--- src/rtl/cdq_pkg.sv ---
// shared types and codes for the circular deque
package cdq_pkg;

  localparam int unsigned CMD_W     = 2;
  localparam int unsigned STATUS_W  = 2;
  localparam int unsigned POP_W     = 32;
  localparam int unsigned PUSH_W    = 32;
  localparam int unsigned OUT_USER_W = STATUS_W + 2;

  typedef enum logic [CMD_W-1:0] {
    CMD_PUSH_FRONT = 2'd0,
    CMD_PUSH_REAR  = 2'd1,
    CMD_POP_FRONT  = 2'd2,
    CMD_POP_REAR   = 2'd3
  } cmd_t;

  typedef enum logic [STATUS_W-1:0] {
    STAT_DONE  = 2'd0,
    STAT_FULL  = 2'd1,
    STAT_EMPTY = 2'd2
  } status_t;

  typedef enum logic {
    ST_IDLE,
    ST_RESP
  } state_t;

  // controller to datapath
  typedef struct packed {
    logic step;
    logic load;
  } ctrl_cmd_t;

  // datapath to controller
  typedef struct packed {
    logic out_stall;
  } dp_stat_t;

endpackage

--- src/rtl/cdq_ctrl.sv ---
// controller state machine for the circular deque
module cdq_ctrl (
  input  logic               clk,
  input  logic               rst_n,
  input  logic               in_valid,
  input  cdq_pkg::dp_stat_t  dp_stat,
  output logic               in_ready,
  output cdq_pkg::ctrl_cmd_t ctrl_cmd
);
  import cdq_pkg::*;

  state_t state_r;
  state_t state_nxt;

  always_ff @(posedge clk) begin
    if (!rst_n) begin
      state_r <= ST_IDLE;
    end else begin
      state_r <= state_nxt;
    end
  end

  always_comb begin
    state_nxt = state_r;
    unique case (state_r)
      ST_IDLE: begin
        if (in_valid) begin
          state_nxt = ST_RESP;
        end
      end
      ST_RESP: begin
        if (!dp_stat.out_stall) begin
          state_nxt = ST_IDLE;
        end
      end
      default: state_nxt = ST_IDLE;
    endcase
  end

  always_comb begin
    in_ready      = 1'b0;
    ctrl_cmd.step = 1'b0;
    ctrl_cmd.load = 1'b0;
    unique case (state_r)
      ST_IDLE: begin
        in_ready      = 1'b1;
        ctrl_cmd.step = in_valid;
      end
      ST_RESP: begin
        ctrl_cmd.load = !dp_stat.out_stall;
      end
      default: ;
    endcase
  end

endmodule

--- src/rtl/cdq_datapath.sv ---
// indices, entry memory and result register of the circular deque
module cdq_datapath #(
  parameter int unsigned DEPTH      = 128,
  parameter int unsigned DATA_WIDTH = 32
) (
  input  logic                              clk,
  input  logic                              rst_n,
  input  cdq_pkg::ctrl_cmd_t                ctrl_cmd,
  output cdq_pkg::dp_stat_t                 dp_stat,
  input  logic [cdq_pkg::CMD_W-1:0]         in_cmd,
  input  logic [cdq_pkg::PUSH_W-1:0]        in_push,
  output logic                              out_valid,
  input  logic                              out_ready,
  output logic [cdq_pkg::POP_W-1:0]         out_pop,
  output logic [cdq_pkg::OUT_USER_W-1:0]    out_user
);
  import cdq_pkg::*;

  localparam int unsigned AW = (DEPTH > 1) ? $clog2(DEPTH) : 1;
  localparam int unsigned EW = (DATA_WIDTH > POP_W) ? DATA_WIDTH : POP_W;
  localparam logic [AW-1:0] LAST = AW'(DEPTH - 1);

  function automatic logic [AW-1:0] wrap_up(input logic [AW-1:0] i);
    return (i == LAST) ? '0 : i + AW'(1);
  endfunction

  function automatic logic [AW-1:0] wrap_down(input logic [AW-1:0] i);
    return (i == '0) ? LAST : i - AW'(1);
  endfunction

  logic [DATA_WIDTH-1:0] mem [DEPTH];

  logic [AW-1:0]         front_r, front_nxt;
  logic [AW-1:0]         rear_r, rear_nxt;
  logic                  empty_r, empty_nxt;
  logic [DATA_WIDTH-1:0] rd_data_r;
  logic                  pop_ok_r, pop_ok_nxt;
  status_t               stat_r, stat_nxt;
  logic                  out_valid_r, out_valid_nxt;
  logic [POP_W-1:0]      out_pop_r;
  logic [OUT_USER_W-1:0] out_user_r;

  logic                  full_now;
  logic                  do_wr;
  logic                  do_rd;
  logic [AW-1:0]         slot;
  logic [EW-1:0]         push_ext;
  logic [EW-1:0]         pop_ext;
  cmd_t                  cmd;

  assign cmd      = cmd_t'(in_cmd);
  assign full_now = !empty_r && (wrap_up(rear_r) == front_r);
  assign push_ext = EW'(in_push);
  assign pop_ext  = EW'($signed(rd_data_r));

  // state update for one step, taken at the transfer
  always_comb begin
    front_nxt  = front_r;
    rear_nxt   = rear_r;
    empty_nxt  = empty_r;
    stat_nxt   = STAT_DONE;
    pop_ok_nxt = 1'b0;
    do_wr      = 1'b0;
    do_rd      = 1'b0;
    slot       = front_r;
    unique case (cmd)
      CMD_PUSH_FRONT, CMD_PUSH_REAR: begin
        if (full_now) begin
          stat_nxt = STAT_FULL;
        end else begin
          do_wr = 1'b1;
          if (empty_r) begin
            front_nxt = '0;
            rear_nxt  = '0;
            empty_nxt = 1'b0;
            slot      = '0;
          end else if (cmd == CMD_PUSH_FRONT) begin
            front_nxt = wrap_down(front_r);
            slot      = wrap_down(front_r);
          end else begin
            rear_nxt = wrap_up(rear_r);
            slot     = wrap_up(rear_r);
          end
        end
      end
      CMD_POP_FRONT, CMD_POP_REAR: begin
        if (empty_r) begin
          stat_nxt = STAT_EMPTY;
        end else begin
          do_rd      = 1'b1;
          pop_ok_nxt = 1'b1;
          slot       = (cmd == CMD_POP_FRONT) ? front_r : rear_r;
          if (front_r == rear_r) begin
            front_nxt = '0;
            rear_nxt  = '0;
            empty_nxt = 1'b1;
          end else if (cmd == CMD_POP_FRONT) begin
            front_nxt = wrap_up(front_r);
          end else begin
            rear_nxt = wrap_down(rear_r);
          end
        end
      end
      default: ;
    endcase
  end

  always_ff @(posedge clk) begin
    if (ctrl_cmd.step && do_wr) begin
      mem[slot] <= push_ext[DATA_WIDTH-1:0];
    end
    if (ctrl_cmd.step && do_rd) begin
      rd_data_r <= mem[slot];
    end
  end

  always_ff @(posedge clk) begin
    if (!rst_n) begin
      front_r <= '0;
      rear_r  <= '0;
      empty_r <= 1'b1;
    end else if (ctrl_cmd.step) begin
      front_r <= front_nxt;
      rear_r  <= rear_nxt;
      empty_r <= empty_nxt;
    end
  end

  always_ff @(posedge clk) begin
    if (ctrl_cmd.step) begin
      pop_ok_r <= pop_ok_nxt;
      stat_r   <= stat_nxt;
    end
  end

  // result register, loaded once the indices already show the state after the step
  always_comb begin
    out_valid_nxt = out_valid_r;
    if (ctrl_cmd.load) begin
      out_valid_nxt = 1'b1;
    end else if (out_ready) begin
      out_valid_nxt = 1'b0;
    end
  end

  always_ff @(posedge clk) begin
    if (!rst_n) begin
      out_valid_r <= 1'b0;
    end else begin
      out_valid_r <= out_valid_nxt;
    end
  end

  always_ff @(posedge clk) begin
    if (ctrl_cmd.load) begin
      out_pop_r  <= pop_ok_r ? pop_ext[POP_W-1:0] : '0;
      out_user_r <= {full_now, empty_r, stat_r};
    end
  end

  assign dp_stat.out_stall = out_valid_r && !out_ready;
  assign out_valid         = out_valid_r;
  assign out_pop           = out_pop_r;
  assign out_user          = out_user_r;

  a_step_load_excl: assert property (@(posedge clk) disable iff (!rst_n)
    !(ctrl_cmd.step && ctrl_cmd.load))
    else $error("step and load in the same cycle");

  a_load_sets_valid: assert property (@(posedge clk) disable iff (!rst_n)
    ctrl_cmd.load |=> out_valid_r)
    else $error("loaded result not presented");

  a_empty_indices: assert property (@(posedge clk) disable iff (!rst_n)
    empty_r |-> (front_r == '0 && rear_r == '0))
    else $error("empty deque with nonzero indices");

  a_load_not_stalled: assert property (@(posedge clk) disable iff (!rst_n)
    ctrl_cmd.load |-> !(out_valid_r && !out_ready))
    else $error("result register overwritten while stalled");

endmodule

--- src/rtl/circular_deque_unit.sv ---
// top level of the circular deque
//
//  channel | ports                 | content
//  in      | in_tvalid/tready      | tuser: command; tdata: push_value
//  out     | out_tvalid/tready     | tdata: pop_value; tuser: status, now_empty, now_full
//
// each transfer, in the idle state, updates the indices and does at most one
// memory access; the response state then loads the registered read data into
// the result register. a stalled result holds the controller until it can load.
// synchronous active-low reset empties the deque; entry memory is not cleared.
module circular_deque_unit #(
  parameter int unsigned DEPTH      = 128,
  parameter int unsigned DATA_WIDTH = 32
) (
  input  logic                           clk,
  input  logic                           rst_n,
  input  logic                           in_tvalid,
  output logic                           in_tready,
  input  logic [cdq_pkg::PUSH_W-1:0]     in_tdata,   // [31:0] push_value
  input  logic [cdq_pkg::CMD_W-1:0]      in_tuser,   // [1:0] command
  output logic                           out_tvalid,
  input  logic                           out_tready,
  output logic [cdq_pkg::POP_W-1:0]      out_tdata,  // [31:0] pop_value
  output logic [cdq_pkg::OUT_USER_W-1:0] out_tuser   // [1:0] status, [2] now_empty, [3] now_full
);
  import cdq_pkg::*;

  ctrl_cmd_t ctrl_cmd;
  dp_stat_t  dp_stat;

  cdq_ctrl u_ctrl (
    .clk      (clk),
    .rst_n    (rst_n),
    .in_valid (in_tvalid),
    .dp_stat  (dp_stat),
    .in_ready (in_tready),
    .ctrl_cmd (ctrl_cmd)
  );

  cdq_datapath #(
    .DEPTH      (DEPTH),
    .DATA_WIDTH (DATA_WIDTH)
  ) u_datapath (
    .clk       (clk),
    .rst_n     (rst_n),
    .ctrl_cmd  (ctrl_cmd),
    .dp_stat   (dp_stat),
    .in_cmd    (in_tuser),
    .in_push   (in_tdata),
    .out_valid (out_tvalid),
    .out_ready (out_tready),
    .out_pop   (out_tdata),
    .out_user  (out_tuser)
  );

endmodule
--- config.mk ---
export PLATFORM = sky130hd
export DESIGN_NAME = circular_deque_unit
export DESIGN_NICKNAME = d
export VERILOG_FILES = /design/src/rtl/cdq_pkg.sv /design/src/rtl/cdq_ctrl.sv /design/src/rtl/cdq_datapath.sv /design/src/rtl/circular_deque_unit.sv
export SDC_FILE = /design/constraint.sdc
export NUM_CORES = 2
export LEC_CHECK = 0
export BUFFER_PORTS_ARGS = -buffer_cell sky130_fd_sc_hd__buf_4
export CELL_PAD_IN_SITES_DETAIL_PLACEMENT = 0
export CELL_PAD_IN_SITES_GLOBAL_PLACEMENT = 2
export CORE_UTILIZATION = 35
export CTS_BUF_LIST = sky130_fd_sc_hd__clkbuf_16
export DETAILED_ROUTE_END_ITERATION = 8
export GPL_ROUTABILITY_DRIVEN = 0
export PLACE_DENSITY = 0.6
export SKIP_CTS_REPAIR_TIMING = 1
export SLEW_MARGIN = 20
export SYNTH_ARGS = -nofsm -noshare
export SYNTH_HDL_FRONTEND = slang
export SYNTH_HIERARCHICAL = 1
export SYNTH_SLANG_ARGS = --single-unit
--- constraint.sdc ---
create_clock -name clk -period 6.3 [get_ports clk]
set_input_delay 0.315 -clock clk [delete_from_list [all_inputs] [get_ports clk]]
set_output_delay 0.315 -clock clk [all_outputs]
set_load 0.05 [all_outputs]
==> Yosys cells after proc, flatten, opt, wreduce, memory -nomap -nowiden <==
Memories as Yosys holds them, arrays and structs flattened. A register that Yosys moved wholly into a read port is not among the register bits.
Index checks and enable logic that the tools add are counted.
{ "word_totals": {"ram_bits": 4096, "output_inout_bits": 38, "memories": 1, "regBits": 56, "in_bits": 38} }
{ "classes": {"n_addsub": 4, "reduce_logical": 16, "bitwise": 1, "mux": 45, "eq_ne": 13} }
{ "mem_list": {"columns": ["name", "depth", "word_bits", "rd", "rd_clocked_by_memory_dff", "wr", "line_no", "rtl"], "rows": [
  ["u_datapath.mem", 128, 32, 1, 1, 1, "cdq_datapath.sv:31", "logic [DATA_WIDTH-1:0] mem [DEPTH];"]
]} }
{ "op_table": {"columns": ["op", "n"], "rows": [
  ["$mux W7", 21],
  ["$pmux W7 S2", 3],
  ["$mux W1", 17],
  ["$add A7 B1 Y7 const B", 2],
  ["$eq A7 B7 Y1", 2],
  ["$eq A7 B7 Y1 const B", 2],
  ["$logic_not A7 Y1", 2],
  ["$sub A7 B1 Y7 const B", 2],
  ["$reduce_and A5 Y1", 2],
  ["$ne A3 B1 Y1 const B", 2],
  ["$eq A2 B2 Y1 const B", 2],
  ["$logic_and A1 B1 Y1", 4],
  ["$ne A2 B2 Y1 const B", 2],
  ["$pmux W1 S2", 2],
  ["$pmux W2 S2", 1],
  ["$reduce_or A2 Y1", 2],
  ["$logic_not A1 Y1", 3],
  ["$ne A3 B2 Y1 const B", 1],
  ["$ne A3 B3 Y1 const B", 1],
  ["$eq A2 B1 Y1 const B", 1],
  ["$logic_not A2 Y1", 1],
  ["$mux W2", 1],
  ["$reduce_and A2 Y1", 1],
  ["$reduce_bool A2 Y1", 1],
  ["$not A1 Y1", 1]
]} }

==> Depth between registers and ports, before layout <==
{ "logic_depth": {"depth_word": 9, "ltp_mapped": 19, "ltp_nobuf": 13} }

==> By module <==
The synthesis kept the hierarchy.
{ "modules_own_cells": {"columns": ["module", "area_per_inst_um2", "instances", "seq_area_each_um2", "cells_each"], "rows": [
  ["cdq_datapath", 162922.5, 1, 125450.3, 8940],
  ["cdq_ctrl", 47.5, 1, 20.0, 6]
]} }

==> Least setup slack after synthesis <==
No wires, ideal clock.
{ "synth_timing": {"path_kind": "reg2reg", "from": "register u_datapath.rear_r[0]", "to": "memory u_datapath.mem[102][0] (enable)", "n_path_buf": 3, "setup_time_ns": 0.421, "slack_ns": 1.021, "arrival_ns": 4.858, "path_stages_with_launch": 15, "cell_sequence": "dfxtp_1 -> buf_2 -> inv_1 -> ha_1 -> xor2_1 -> a2111oi_4 -> o221ai_2 -> a311o_4 -> o21ai_2 -> mux2_2 -> nor2_1 -> clkbuf_1 -> nand2_1 -> clkbuf_1 -> nor2_1"} }
{ "synth_via": {"elab_chain_cells": 9, "elab_cells_between_ends": 16, "classes_between": "add/sub: 1; eq/ne: 2; mux: 11; reduce/logical: 2"} }
{ "synth_rtl": {"columns": ["item", "line_no", "rtl"], "rows": [
  ["start: declaration", "cdq_datapath.sv:34", "logic [AW-1:0] rear_r, rear_nxt;"],
  ["start signal: assignment", "cdq_datapath.sv:124", "rear_r <= rear_nxt;"],
  ["$add A7 B1 Y7 / $eq A7 B7 Y1 (equally long branches)", "cdq_datapath.sv:24", "return (i == LAST) ? '0 : i + AW'(1);"],
  ["$mux W7", "cdq_datapath.sv:24", null],
  ["$eq A7 B7 Y1", "cdq_datapath.sv:52", "assign full_now = !empty_r && (wrap_up(rear_r) == front_r);"],
  ["$logic_and A1 B1 Y1", "cdq_datapath.sv:52", null],
  ["$mux W1", "cdq_datapath.sv:68", "if (full_now) begin"],
  ["$mux W1", "cdq_datapath.sv:66", "unique case (cmd)"],
  ["$logic_and A1 B1 Y1", "cdq_datapath.sv:109", "if (ctrl_cmd.step && do_wr) begin"],
  ["$mux W1", "cdq_datapath.sv:109", null],
  ["$mux W1 (implied by the code)", "cdq_datapath.sv:110", "mem[slot] <= push_ext[DATA_WIDTH-1:0];"],
  ["end: declaration", "cdq_datapath.sv:31", null]
]} }
Several ways; a longest one is shown, not always the timed one.

==> Final worst setup path <==
{ "layout_timing": {"from": "register u_datapath.rear_r[0]", "to": "register u_datapath.rd_data_r[3], in the netlist u_datapath/pop_ext[3] (read register of u_datapath.mem), data pin"} }
{ "layout_via": {"elab_chain_cells": 6, "elab_cells_between_ends": 11, "classes_between": "add/sub: 1; eq/ne: 2; mux: 7; reduce/logical: 1"} }
{ "layout_rtl": {"columns": ["item", "line_no", "rtl"], "rows": [
  ["$add A7 B1 Y7 / $eq A7 B7 Y1 (equally long branches)", "cdq_datapath.sv:24", null],
  ["$mux W7", "cdq_datapath.sv:24", null],
  ["$eq A7 B7 Y1 / $mux W7 (equally long branches)", "cdq_datapath.sv:52, cdq_datapath.sv:77", null],
  ["$logic_and A1 B1 Y1 / $mux W7 (equally long branches)", "cdq_datapath.sv:52, cdq_datapath.sv:72", null],
  ["$mux W7", "cdq_datapath.sv:68", null],
  ["$pmux W7 S2 (*)", "cdq_datapath.sv:66", null],
  ["end: declaration", "cdq_datapath.sv:36", "logic [DATA_WIDTH-1:0] rd_data_r;"]
]} }
Mark *: on every way between the ends. The rest lies on a longest branch, timed or not.
A chain may end at the register's enable or synchronous reset.

==> impl_metrics.yaml <==
power:
  clockPowerShare: 0.414
  power.density_mw_per_mm2: 318
  internal_power_mw: 46.6
  p_switching_mw: 14.3
  p_leak_nw: 64.8
  p_sw_frac: 0.234
  power_frac_comb: 0.081
  irDropWorstVdd_v: 0.000236
  power_frac_seq: 0.505
finish:
  drive_gt1_frac: 0.196
  fillers: 41200
  final_area_mm2: 0.192
  area_growth_pct: 17.6
  utilization: 0.413
  fin_nets: 9593
synth:
  async_flop_share: 0
  synth_edf_count: 4167
  yosysMostFrequentCell: "edfxtp_1"
  syn-instance-count: 8946
  synthSimpleGateAreaFrac: 0.0395
  synth_common_cells: "edfxtp_1 (4167), mux2i_1 (1212), nand2_1 (518), o22ai_1 (448), nand3_1 (390)"
  synth_xor_area_frac: 0.000806
  ys_ff_latch: 4184
  yosys_warnings: 6
  synth_area_leaders: "edfxtp_1 (77%), mux2i_1 (7.4%), mux4_2 (3.5%)"
  avgSynthCellArea_um2: 18.2
  synth.top_cell.area_share: 0.768
  ys_types: 84
  synth_nets: 8988
  synth_area_mm2: 0.163
  synth_fa_ha_area_frac: 0.000307
  synth_top_cell_by_area: "edfxtp_1"
  synth_top_family_by_area: "multiplexers"
  ys.flop_type: "edfxtp_1"
  ys_seq_area_frac: 0.770
  muxShareOfSynthArea: 0.120
  synth_compound_area_frac: 0.0530
detailed_routing:
  ant_nets: 0
  via_count: 90100
  firstDrtPassIters: 5
  drt_iter0_markers: 9852
  via_per_inst: 5.58
  wl_mm: 538
  routedWlPerCell_um: 33.4
  remaining_drc_errors: 0
hold_path:
  min_to: "u_datapath/mem[118][27]$_DFFE_PP_"
  worst_hold_path.num_cells: 1
  worstHoldStart: "in_tdata[27]"
  min_path_type: "in -> reg"
clock_tree:
  root_buffer: "clkbuf_16"
  cts.sinks: 4184
  cts_tree: "yes"
  insertion_delay_ns: 1.02
  htreeDepth: 5
  clk_transition_reported_paths_ns: 0.06
  clock_path_buffers: 4
  cts_made_buffers: 445
worst_setup_path:
  critPathSlowestCell: "nor4_4"
  crit_top_cell: "buf_12"
  cp.required_ns: 7.02
  worstSetupPathType: "reg -> reg"
  end_kind: "flip-flop"
  cpPeakStageDelay_ns: 0.67
  reg2regPathDepth: 16
  ff2ff_setup_slack_ns: 0.16
  crit_buf_inv: 4
  crit_chain: "inv_1, ha_1, xor2_1, a2111oi_4, o221ai_2, a311o_4, o21ai_0, and2_4, buf_12, buf_12, buf_12, mux4_2, nand3_1, nand4_1, nor4_4, nand4_1"
  r2r-start: "u_datapath/rear_r[0]$_SDFFE_PN0P_"
  cp_max_fo: 41
  crit_path_start_kind: "flip-flop"
  crit_arrival_ns: 6.86
  critPathTopFamily: "simple AND/OR/NAND/NOR gates"
  r2r-end: "u_datapath/pop_ext[3]$_DFFE_PP_"
placement:
  port_buffers: 75
  placed_area_mm2: 0.177
  place_hpwl_mm: 309
  dp_worst_setup_slack_ns: -0.216
job:
  maxCapViolations: 0
global_routing:
  gr-usage-all-layers: 0.224
  grt_overflow_total: 0
  grt_pass1_vias: 88800
  grt_max_degree: 115
  grt_pass1_wl_mm: 738
  antenna_found_initial: 39
floorplanning:
  die_h_um: 684
  dieArea_mm2: 0.468
  floorplan.die.width_um: 684
  rows: 250
  start_util: 0.352
  ioPinCount: 76
  coreArea_mm2: 0.464
sta:
  timing.final.hold_violations: 0
  post-route-period-util: 0.974
  worst_slack_ns: 0.162
  fmax_ghz: 0.163
  holdWs_ns: 0.00535
  setup_violations: 0
  slew_violations: 0
  clock_skew_ns: 0.0716
  tightest_slew_ns: 1.24
  slew_headroom: 0.168
  fin_crit_ns: 6.14
  rsz0062_at_grt: "false"
outcome:
  status: "finished, final reports clean"
-- layout make-up --
| class | count | area [µm²] | area share |
|---|---|---|---|
| timing repair buffer | 741 | 8020 | 0.0419 |
| inverter | 16 | 60.1 | 0.000313 |
| sequential | 4184 | 125000 | 0.655 |
| multi-input combinational | 4163 | 36300 | 0.189 |
| antenna | 41 | 103 | 0.000535 |
| clock buffer | 451 | 11300 | 0.0589 |
| tap | 6174 | 7720 | 0.0403 |
| clock inverter | 366 | 2700 | 0.0141 |
-- per-stage QoR --
stage | cells | total power [mW] | setup TNS [ns]
5_1_grt | 16100 | 62.7 | 0
2_1_floorplan | 8946 | 33.9 | 0
3_3_place_gp | 15200 | 36.2 | -9.87
6_report | 16100 | 60.9 | 0
4_1_cts | 16100 | 61.4 | -0.442
3_5_place_dp | 15200 | 36.2 | -0.365
-- state kept, by name (all words and copies together) (netlist names), 2 cells and up --
signal,flops
u_datapath/rear_r,7
u_datapath/stat_r,2
u_datapath/mem,4096
u_datapath/front_r,7
u_datapath/out_user,4
u_datapath/out_pop,32
u_datapath/pop_ext,32
-- power by group through the flow --
stage | sequential (mW) | clock (mW) | combinational (mW)
4_1_cts | 30.8 | 25.7 | 4.90
6_report | 30.8 | 25.2 | 4.93
3_3_place_gp | 31.3 | 0 | 4.83
3_5_place_dp | 31.3 | 0 | 4.89
5_1_grt | 30.7 | 26.8 | 5.17
2_1_floorplan | 31.3 | 0 | 2.61
-- how the worst max path moves through the flow --
stage,from,to,slack (ns),depth (start not counted)
6_report,u_datapath/rear_r[0]$_SDFFE_PN0P_,u_datapath/pop_ext[3]$_DFFE_PP_,0.16,16
5_1_grt,u_datapath/rear_r[0]$_SDFFE_PN0P_,u_datapath/pop_ext[3]$_DFFE_PP_,0.01,16
4_1_cts,u_datapath/rear_r[0]$_SDFFE_PN0P_,u_datapath/pop_ext[3]$_DFFE_PP_,-0.24,15
3_5_place_dp,u_datapath/rear_r[0]$_SDFFE_PN0P_,u_datapath/pop_ext[3]$_DFFE_PP_,-0.22,15
3_3_place_gp,u_datapath/rear_r[0]$_SDFFE_PN0P_,u_datapath/pop_ext[3]$_DFFE_PP_,-1.43,13
2_1_floorplan,u_datapath/rear_r[0]$_SDFFE_PN0P_,u_datapath/mem[102][0]$_DFFE_PP_,1.02,14
-- per-layer routing --
layer  global-route usage  vias up  part of all wire
met1                0.320    48600              0.44
met4               0.0617        4             0.031
met2                0.360     3024              0.47
li1                     -    37800                 -
met3               0.0311      642             0.059
met5                    0        -          0.000043
-- placed cells by master (no fill, tap or decap), types with 24 or more instances in the layout --
master,count
clkinv_2,85
and2_1,35
inv_1,113
dlygate4sd3_1,36
clkbuf_16,451
nor2_1,48
o41ai_1,59
nand3_1,385
and3_1,37
nor2_4,132
nand2_1,504
buf_4,505
diode_2,41
clkinv_1,108
a311oi_1,99
nor4_2,24
mux2_2,155
o41a_1,33
o21a_1,33
a211oi_1,135
buf_12,187
bufinv_16,31
nor4_1,40
o22ai_1,447
a21oi_1,52
a31o_1,28
o32ai_1,35
o31a_1,97
edfxtp_1,4167
a221o_1,30
mux4_2,252
nand4_1,98
mux2i_1,1211
-- logic make-up (layout without fill, tap and decap cells) --
group                    count (synthesis)  count (layout)
other                                    0              41
XOR/XNOR                                15              15
adder cells (fa/ha/maj)                  4               4
buffers and inverters                  599            1574
flip-flops                            4184            4184
AO/OA/AOI/OAI                         1151            1151
AND/OR/NAND/NOR                       1373            1373
multiplexers                          1620            1620
Note: power is estimated with default switching activity, not from simulation.
